## config.mk

```make
export PLATFORM = sky130hd
export DESIGN_NAME = checksummed_frame_receiver
export DESIGN_NICKNAME = d
export VERILOG_FILES = /design/src/hdl/cfr_pkg.sv /design/src/hdl/cfr_outbuf.sv /design/src/hdl/cfr_core.sv /design/src/hdl/checksummed_frame_receiver.sv
export SDC_FILE = /design/constraint.sdc
export NUM_CORES = 2
export LEC_CHECK = 0
export BUFFER_PORTS_ARGS = -buffer_cell sky130_fd_sc_hd__clkbuf_2
export CAP_MARGIN = 20
export CORE_ASPECT_RATIO = 1.1
export CORE_MARGIN = 1.5
export CORE_UTILIZATION = 68
export CTS_CLUSTER_SIZE = 16
export DETAILED_ROUTE_END_ITERATION = 10
export PLACE_DENSITY = 0.85
export SLEW_MARGIN = 10
export SYNTH_ARGS = -nofsm -noshare
export SYNTH_HDL_FRONTEND = slang
export SYNTH_SLANG_ARGS = --single-unit
```

## constraint.sdc

```tcl
create_clock -name clk -period 10.55 [get_ports clk]
set_input_delay 0 -clock clk [delete_from_list [all_inputs] [get_ports clk]]
set_output_delay 0 -clock clk [all_outputs]
set_load 0.1 [all_outputs]
```

## src/hdl/cfr_pkg.sv

```systemverilog
`timescale 1ns / 1ps
// types and constants shared by the checksummed frame receiver modules
package cfr_pkg;

  localparam int unsigned BYTE_W  = 8;
  localparam int unsigned COUNT_W = 9;
  localparam int unsigned SUM_W   = 16;

  localparam logic [BYTE_W-1:0]  START_MARKER_RESET = 8'd126;
  localparam logic [COUNT_W-1:0] HDR_BYTES          = 9'd5;

  // header positions within a frame, start byte at position zero
  localparam logic [COUNT_W-1:0] CNT_LEN   = 9'd1;
  localparam logic [COUNT_W-1:0] CNT_TYPE  = 9'd2;
  localparam logic [COUNT_W-1:0] CNT_CK_LO = 9'd3;
  localparam logic [COUNT_W-1:0] CNT_CK_HI = 9'd4;

  typedef enum logic [1:0] {
    OP_BYTE    = 2'd0,
    OP_READ    = 2'd1,
    OP_RELEASE = 2'd2
  } cfr_op_t;

  typedef enum logic [2:0] {
    EV_TAKEN   = 3'd0,
    EV_GOOD    = 3'd1,
    EV_BAD     = 3'd2,
    EV_BUSY    = 3'd3,
    EV_READ    = 3'd4,
    EV_NOFRAME = 3'd5
  } cfr_event_t;

  typedef struct packed {
    cfr_event_t        event_res;
    logic [BYTE_W-1:0] frame_type;
    logic [BYTE_W-1:0] frame_size;
    logic [BYTE_W-1:0] read_data;
  } cfr_item_t;

endpackage

```

## src/hdl/cfr_outbuf.sv

```systemverilog
`timescale 1ns / 1ps
// two-entry result buffer between the receiver core and the output stream
module cfr_outbuf (
  input  logic              clk,
  input  logic              rst,
  input  logic              in_valid,
  output logic              in_ready,
  input  cfr_pkg::cfr_item_t in_item,
  output logic              out_valid,
  input  logic              out_ready,
  output cfr_pkg::cfr_item_t out_item
);
  import cfr_pkg::*;

  cfr_item_t   entries [2];
  logic        wr_ptr;
  logic        rd_ptr;
  logic [1:0]  count;
  logic        push;
  logic        pop;

  assign in_ready  = (count != 2'd2);
  assign out_valid = (count != 2'd0);
  assign out_item  = entries[rd_ptr];
  assign push      = in_valid && in_ready;
  assign pop       = out_valid && out_ready;

  always_ff @(posedge clk) begin
    if (rst) begin
      wr_ptr <= 1'b0;
      rd_ptr <= 1'b0;
      count  <= 2'd0;
    end else begin
      if (push) begin
        wr_ptr <= ~wr_ptr;
      end
      if (pop) begin
        rd_ptr <= ~rd_ptr;
      end
      count <= count + {1'b0, push} - {1'b0, pop};
    end
  end

  always_ff @(posedge clk) begin
    if (push) begin
      entries[wr_ptr] <= in_item;
    end
  end

endmodule

```

## src/hdl/cfr_core.sv

```systemverilog
`timescale 1ns / 1ps
// frame state, payload memory and result stage of the receiver
module cfr_core #(
  parameter int unsigned PAYLOAD_DEPTH = 256
) (
  input  logic                      clk,
  input  logic                      rst,
  input  logic                      in_valid,
  output logic                      in_ready,
  input  logic [1:0]                op,
  input  logic [cfr_pkg::BYTE_W-1:0] rx_byte,
  input  logic [cfr_pkg::BYTE_W-1:0] read_index,
  input  logic                      cfg_valid,
  input  logic [cfr_pkg::BYTE_W-1:0] cfg_data,
  output logic                      res_valid,
  input  logic                      res_ready,
  output cfr_pkg::cfr_item_t        res_item
);
  import cfr_pkg::*;

  localparam int unsigned ADDR_W = (PAYLOAD_DEPTH > 1) ? $clog2(PAYLOAD_DEPTH) : 1;
  localparam logic [COUNT_W-1:0] DEPTH_CNT = COUNT_W'(PAYLOAD_DEPTH);

  logic [BYTE_W-1:0] mem [PAYLOAD_DEPTH];

  logic [BYTE_W-1:0]  start_marker;
  logic               hunting;
  logic               hunting_next;
  logic [COUNT_W-1:0] byte_count;
  logic [COUNT_W-1:0] byte_count_next;
  logic [BYTE_W-1:0]  payload_len;
  logic [BYTE_W-1:0]  payload_len_next;
  logic [BYTE_W-1:0]  type_code;
  logic [BYTE_W-1:0]  type_code_next;
  logic [BYTE_W-1:0]  ck_lo;
  logic [BYTE_W-1:0]  ck_lo_next;
  logic [BYTE_W-1:0]  ck_hi;
  logic [BYTE_W-1:0]  ck_hi_next;
  logic [SUM_W-1:0]   running_sum;
  logic [SUM_W-1:0]   running_sum_next;
  logic               frame_ready;
  logic               frame_ready_next;

  logic               r_valid;
  logic               r_valid_next;
  cfr_event_t         r_event;
  cfr_event_t         r_event_next;
  logic [BYTE_W-1:0]  r_type;
  logic [BYTE_W-1:0]  r_type_next;
  logic [BYTE_W-1:0]  r_size;
  logic [BYTE_W-1:0]  r_size_next;
  logic               r_use_mem;
  logic               r_use_mem_next;
  logic [BYTE_W-1:0]  rdata;

  logic               accept;
  logic               r_take;
  logic               mem_we;
  logic               mem_re;
  logic [COUNT_W-1:0] count_inc;
  logic [COUNT_W-1:0] frame_end;
  logic [COUNT_W-1:0] payload_pos;
  logic [SUM_W-1:0]   ck_full;

  assign r_take   = r_valid && res_ready;
  assign in_ready = !r_valid || res_ready;
  assign accept   = in_valid && in_ready;

  assign count_inc   = byte_count + 9'd1;
  assign frame_end   = {1'b0, payload_len} + HDR_BYTES;
  assign payload_pos = byte_count - HDR_BYTES;

  always_comb begin
    hunting_next     = hunting;
    byte_count_next  = byte_count;
    payload_len_next = payload_len;
    type_code_next   = type_code;
    ck_lo_next       = ck_lo;
    ck_hi_next       = ck_hi;
    running_sum_next = running_sum;
    frame_ready_next = frame_ready;
    r_valid_next     = r_valid && !r_take;
    r_event_next     = r_event;
    r_type_next      = r_type;
    r_size_next      = r_size;
    r_use_mem_next   = r_use_mem;
    mem_we           = 1'b0;
    mem_re           = 1'b0;
    ck_full          = {ck_hi, ck_lo};
    if (accept) begin
      r_valid_next   = 1'b0;
      r_event_next   = EV_TAKEN;
      r_type_next    = '0;
      r_size_next    = '0;
      r_use_mem_next = 1'b0;
      unique case (op)
        OP_BYTE: begin
          if (frame_ready) begin
            r_valid_next = 1'b1;
            r_event_next = EV_BUSY;
            r_type_next  = type_code;
            r_size_next  = payload_len;
          end else if (hunting) begin
            if (rx_byte == start_marker) begin
              hunting_next     = 1'b0;
              byte_count_next  = 9'd1;
              running_sum_next = '0;
              r_valid_next     = 1'b1;
            end
          end else begin
            unique case (byte_count)
              CNT_LEN:   payload_len_next = rx_byte;
              CNT_TYPE:  type_code_next   = rx_byte;
              CNT_CK_LO: ck_lo_next       = rx_byte;
              CNT_CK_HI: ck_hi_next       = rx_byte;
              default: begin
                mem_we           = (payload_pos < DEPTH_CNT);
                running_sum_next = running_sum + {8'd0, rx_byte};
              end
            endcase
            ck_full         = {ck_hi_next, ck_lo};
            byte_count_next = count_inc;
            r_valid_next    = 1'b1;
            if (count_inc >= 9'd3 && count_inc >= frame_end) begin
              r_type_next = type_code_next;
              r_size_next = payload_len_next;
              if (running_sum_next == ck_full) begin
                frame_ready_next = 1'b1;
                r_event_next     = EV_GOOD;
              end else begin
                hunting_next    = 1'b1;
                byte_count_next = '0;
                r_event_next    = EV_BAD;
              end
            end
          end
        end
        OP_READ: begin
          r_valid_next = 1'b1;
          if (frame_ready) begin
            mem_re         = 1'b1;
            r_event_next   = EV_READ;
            r_type_next    = type_code;
            r_size_next    = payload_len;
            r_use_mem_next = (read_index < payload_len) &&
                             ({1'b0, read_index} < DEPTH_CNT);
          end else begin
            r_event_next = EV_NOFRAME;
          end
        end
        OP_RELEASE: begin
          if (frame_ready) begin
            frame_ready_next = 1'b0;
            hunting_next     = 1'b1;
            byte_count_next  = '0;
          end else begin
            r_valid_next = 1'b1;
            r_event_next = EV_NOFRAME;
          end
        end
        default: begin
          r_valid_next = 1'b0;
        end
      endcase
    end
  end

  always_ff @(posedge clk) begin
    if (rst) begin
      start_marker <= START_MARKER_RESET;
      hunting      <= 1'b1;
      byte_count   <= '0;
      payload_len  <= '0;
      type_code    <= '0;
      ck_lo        <= '0;
      ck_hi        <= '0;
      running_sum  <= '0;
      frame_ready  <= 1'b0;
      r_valid      <= 1'b0;
    end else begin
      if (cfg_valid) begin
        start_marker <= cfg_data;
      end
      hunting     <= hunting_next;
      byte_count  <= byte_count_next;
      payload_len <= payload_len_next;
      type_code   <= type_code_next;
      ck_lo       <= ck_lo_next;
      ck_hi       <= ck_hi_next;
      running_sum <= running_sum_next;
      frame_ready <= frame_ready_next;
      r_valid     <= r_valid_next;
    end
  end

  always_ff @(posedge clk) begin
    r_event   <= r_event_next;
    r_type    <= r_type_next;
    r_size    <= r_size_next;
    r_use_mem <= r_use_mem_next;
  end

  // payload memory, one write and one registered read port
  always_ff @(posedge clk) begin
    if (mem_we) begin
      mem[payload_pos[ADDR_W-1:0]] <= rx_byte;
    end
    if (mem_re) begin
      rdata <= mem[read_index[ADDR_W-1:0]];
    end
  end

  assign res_valid           = r_valid;
  assign res_item.event_res  = r_event;
  assign res_item.frame_type = r_type;
  assign res_item.frame_size = r_size;
  assign res_item.read_data  = r_use_mem ? rdata : '0;

endmodule

```

## src/hdl/checksummed_frame_receiver.sv

```systemverilog
`timescale 1ns / 1ps
// Checksummed frame receiver: hunts for the start marker, collects the size,
// type and 16-bit checksum (low byte first) header, stores the payload and
// checks its wrapping 16-bit sum. One stream transaction can be taken every
// cycle unless the result register is held by output back-pressure; the op
// code sits in s_axis_tuser. A result leaves through a result register and
// a two-entry output buffer; the registered payload memory read lines up
// with the result register. While a good frame is held, received bytes are
// answered as refused. The payload memory is not cleared after reset.
module checksummed_frame_receiver #(
  parameter int unsigned PAYLOAD_DEPTH = 256
) (
  input  logic        clk,
  input  logic        rst,
  input  logic        s_axis_tvalid,
  output logic        s_axis_tready,
  input  logic [15:0] s_axis_tdata,  // rx_byte, read_index
  input  logic [1:0]  s_axis_tuser,  // op
  output logic        m_axis_tvalid,
  input  logic        m_axis_tready,
  output logic [23:0] m_axis_tdata,  // frame_type, frame_size, read_data
  output logic [2:0]  m_axis_tuser,  // event_res
  input  logic        cfg_tvalid,
  output logic        cfg_tready,
  input  logic [7:0]  cfg_tdata      // start_marker
);
  import cfr_pkg::*;

  logic      res_valid;
  logic      res_ready;
  cfr_item_t res_item;
  cfr_item_t out_item;

  assign cfg_tready = 1'b1;

  cfr_core #(
    .PAYLOAD_DEPTH(PAYLOAD_DEPTH)
  ) u_core (
    .clk        (clk),
    .rst        (rst),
    .in_valid   (s_axis_tvalid),
    .in_ready   (s_axis_tready),
    .op         (s_axis_tuser),
    .rx_byte    (s_axis_tdata[7:0]),
    .read_index (s_axis_tdata[15:8]),
    .cfg_valid  (cfg_tvalid),
    .cfg_data   (cfg_tdata),
    .res_valid  (res_valid),
    .res_ready  (res_ready),
    .res_item   (res_item)
  );

  cfr_outbuf u_outbuf (
    .clk       (clk),
    .rst       (rst),
    .in_valid  (res_valid),
    .in_ready  (res_ready),
    .in_item   (res_item),
    .out_valid (m_axis_tvalid),
    .out_ready (m_axis_tready),
    .out_item  (out_item)
  );

  assign m_axis_tuser = out_item.event_res;
  assign m_axis_tdata = {out_item.read_data, out_item.frame_size, out_item.frame_type};

endmodule

```

==> results.json <==
{
  "final.fill_count": 5617,
  "drtPass1Iterations": 9,
  "syn_to_final_growth_pct": 10.8,
  "hold_viol_final": 0,
  "hold_class": "input pin to flop",
  "numCtsBuffers": 198,
  "critical_path_arrival_ps": 6120,
  "yosys.area_share.xor_xnor_pct": 0.541,
  "cts_root_buf": "clkbuf_16",
  "synth_edf_count": 2130,
  "place.gp.congestion": 0.876,
  "final_common_cell": "edfxtp_1",
  "die_area_um2": 130000,
  "slew_headroom_pct": 15.5,
  "io_pins": 61,
  "p_leak_nw": 29.9,
  "top_layer": "met5",
  "grt_pass1_wl_mm": 358,
  "met2WireLength_mm": 121,
  "synth_area_per_cell_um2": 21.7,
  "clock-sinks": 2203,
  "fin_ws_ps": 4890,
  "rrSetupSlack_ps": 4890,
  "clock_latency_ps": 850,
  "grt.total_usage_pct": 39.9,
  "post-route-min-period_ps": 5660,
  "fin_skew_ps": 37.5,
  "clk_pin_slew_worst_paths_ps": 60,
  "initial_core_util_pct": 68.4,
  "synthMuxAreaShare_pct": 18.2,
  "whs_ps": 129,
  "async_flop_share_pct": 0,
  "wl_met3_mm": 33.0,
  "final_max_slew_viol_count": 0,
  "crit_fanout": 13,
  "setup_viol": 0,
  "wl_per_cell_um": 42.1,
  "yosys_register_bits": 2203,
  "dpl.hpwl_mm": 131,
  "cp_cell_sequence": "inv_1 > ha_1 > nor4_1 > or4_1 > nand2_1 > nor2_1 > buf_4 > nand3_1 > buf_4 > nor2_1",
  "wl_met1_mm": 79.8,
  "avgViaCountPerCell": 7.90,
  "start_kind": "flop",
  "synth.distinct_cells": 74,
  "netlist_area_um2": 86700,
  "cts_resized": 0,
  "pre_cts_ws_ps": 5030,
  "core.rowCount": 137,
  "wl_mm": 252,
  "drv_cap": 0,
  "antenna_found_initial": 22,
  "synthSimpleGateAreaFrac_pct": 2.83,
  "rsz0062_at_grt": "false",
  "cts_tree": "done",
  "final_cell_mix": "edfxtp_1, mux4_2, nor2_1, clkbuf_16, nand2_1",
  "synth_fa_ha_area_share_pct": 0.499,
  "die_h_um": 378,
  "synth_compound_area_share_pct": 1.34,
  "final_util_pct": 75.8,
  "nets": 4208,
  "htree_levels": 4,
  "multi_input_area_um2": 20300,
  "gr-total-overflow": 0,
  "grt_max_degree": 178,
  "ys_warn_count": 0,
  "drive_gt1_share_pct": 26.7,
  "max-vdd-ir-drop_mv": 0.156,
  "required_ps": 11010,
  "path_class": "flop to flop",
  "synthesis.nets": 4060,
  "grt_pass1_vias": 46600,
  "synthFlopType": "edfxtp_1",
  "cts_buffer_depth": 3,
  "end_kind": "flop",
  "io_buffers": 59,
  "status": "complete, no violations",
  "via_count": 47300,
  "worst_pin_slew_ps": 1270,
  "drt_iter0_drc": 8931,
  "synth_top_family_by_area": "multiplexers",
  "synthCells": 3995,
  "slowest_stage": "nand3_1",
  "period_share_pct": 53.6,
  "cpPeakStageDelay_ps": 830,
  "die_x_um": 343,
  "fmax_ghz": 0.177,
  "cellPowerDensity_nw_per_um2": 191,
  "ant_nets": 0,
  "core_area_um2": 127000,
  "drc": 0,
  "register_area_um2": 65400,
  "synth_seq_area_share_pct": 75.5,
  "fin_tns_setup_ps": 0
}
state kept, by name, indices dropped and copies added, names as in the netlist, named ones only:
name and cells:
u_core.r_type 8, u_core.frame_ready 1, u_core.byte_count 9, u_core.ck_hi 8, u_core.rdata 8, u_core.payload_len 8
u_outbuf.entries 54, u_outbuf.count 2, u_core.mem 2048, u_core.r_size 8, u_core.r_use_mem 1, u_core.res_valid 1
u_outbuf.rd_ptr 1, u_core.hunting 1, u_core.ck_lo 8, u_core.running_sum 16, u_outbuf.wr_ptr 1, u_core.start_marker 8
u_core.type_code 8, u_core.r_event 3
path summary, 6_finish.rpt:
path | startpoint | end | cells past startpoint
max | u_core.byte_count[0] | u_core.mem[3][1] | 10
min | s_axis_tdata[4] | u_core.mem[244][4] | 2
max reg2reg | u_core.byte_count[0] | u_core.mem[3][1] | 10
min reg2reg | u_core.r_size[1] | u_outbuf.entries[1][9] | 0
per-stage QoR:
step	power (mW)	instance area, um^2	instances
4_1_cts	18.3	95900	5972
3_3_place_gp	10.8	88900	5561
6_report	18.4	96000	5986
2_1_floorplan	10.5	86700	3995
3_5_place_dp	10.9	88900	5561
5_1_grt	18.6	96000	5978
metal layers:
| metal | GRT usage [%] | vias to the layer above |
|---|---|---|
| li1 | - | 16900 |
| met3 | 9.91 | 1165 |
| met2 | 62.2 | 5091 |
| met1 | 52.3 | 24100 |
| met5 | 0 | - |
| met4 | 22.6 | 28 |
synthesized netlist by cell type (13+ instances only):
cell | n | area [um^2]
clkbuf_1 | 150 | 563
buf_1 | 71 | 267
mux2_2 | 28 | 315
xor2_1 | 29 | 254
inv_1 | 30 | 113
a21oi_1 | 44 | 220
o21ai_0 | 25 | 125
nand2_1 | 104 | 390
mux4_2 | 680 | 15300
dfxtp_1 | 73 | 1460
edfxtp_1 | 2130 | 64000
mux2i_1 | 17 | 170
nand3_1 | 23 | 115
ha_1 | 33 | 413
xnor2_1 | 22 | 193
and2_1 | 13 | 81.3
nor2b_1 | 21 | 131
nor2_1 | 325 | 1220
a22o_1 | 16 | 140
area by class of cell:
cell class | count | area share (%)
Antenna cell | 9 | 0.0235
Clock buffer | 236 | 5.43
Clock inverter | 130 | 1.44
Inverter | 30 | 0.117
Multi-Input combinational cell | 1538 | 21.2
Sequential cell | 2203 | 68.1
Tap cell | 1668 | 2.17
Timing Repair Buffer | 172 | 1.53
worst max-delay path, delay by kind of cell, from the launching register on:
kind | cells | cell delay (ps)
adders and majority gates | 1 | 430
buffers and inverters | 3 | 1090
DFF | 1 | 600
and+or+nand+nor | 6 | 3120
power breakdown:
group,switching [mW],internal (mW)
clock,3.46,4.12
sequential,0.0133,9.60
combinational,0.767,0.388
logic make-up after synthesis:
family                   count (synthesis)
AO/OA/AOI/OAI                          166
XOR/XNOR                                52
adder cells (fa/ha/maj)                 34
buffers and inverters                  254
flip-flops                            2203
multiplexers                           725
other                                    1
AND/OR/NAND/NOR                        560
repair_timing:
| action | 4_1_cts | 5_1_grt |
|---|---|---|
| endpoints found under the hold margin | 621 | 0 |
| setup buffers | 0 | 0 |
| hold buffers | 45 | 0 |
Power figures use the tool's default switching activity.
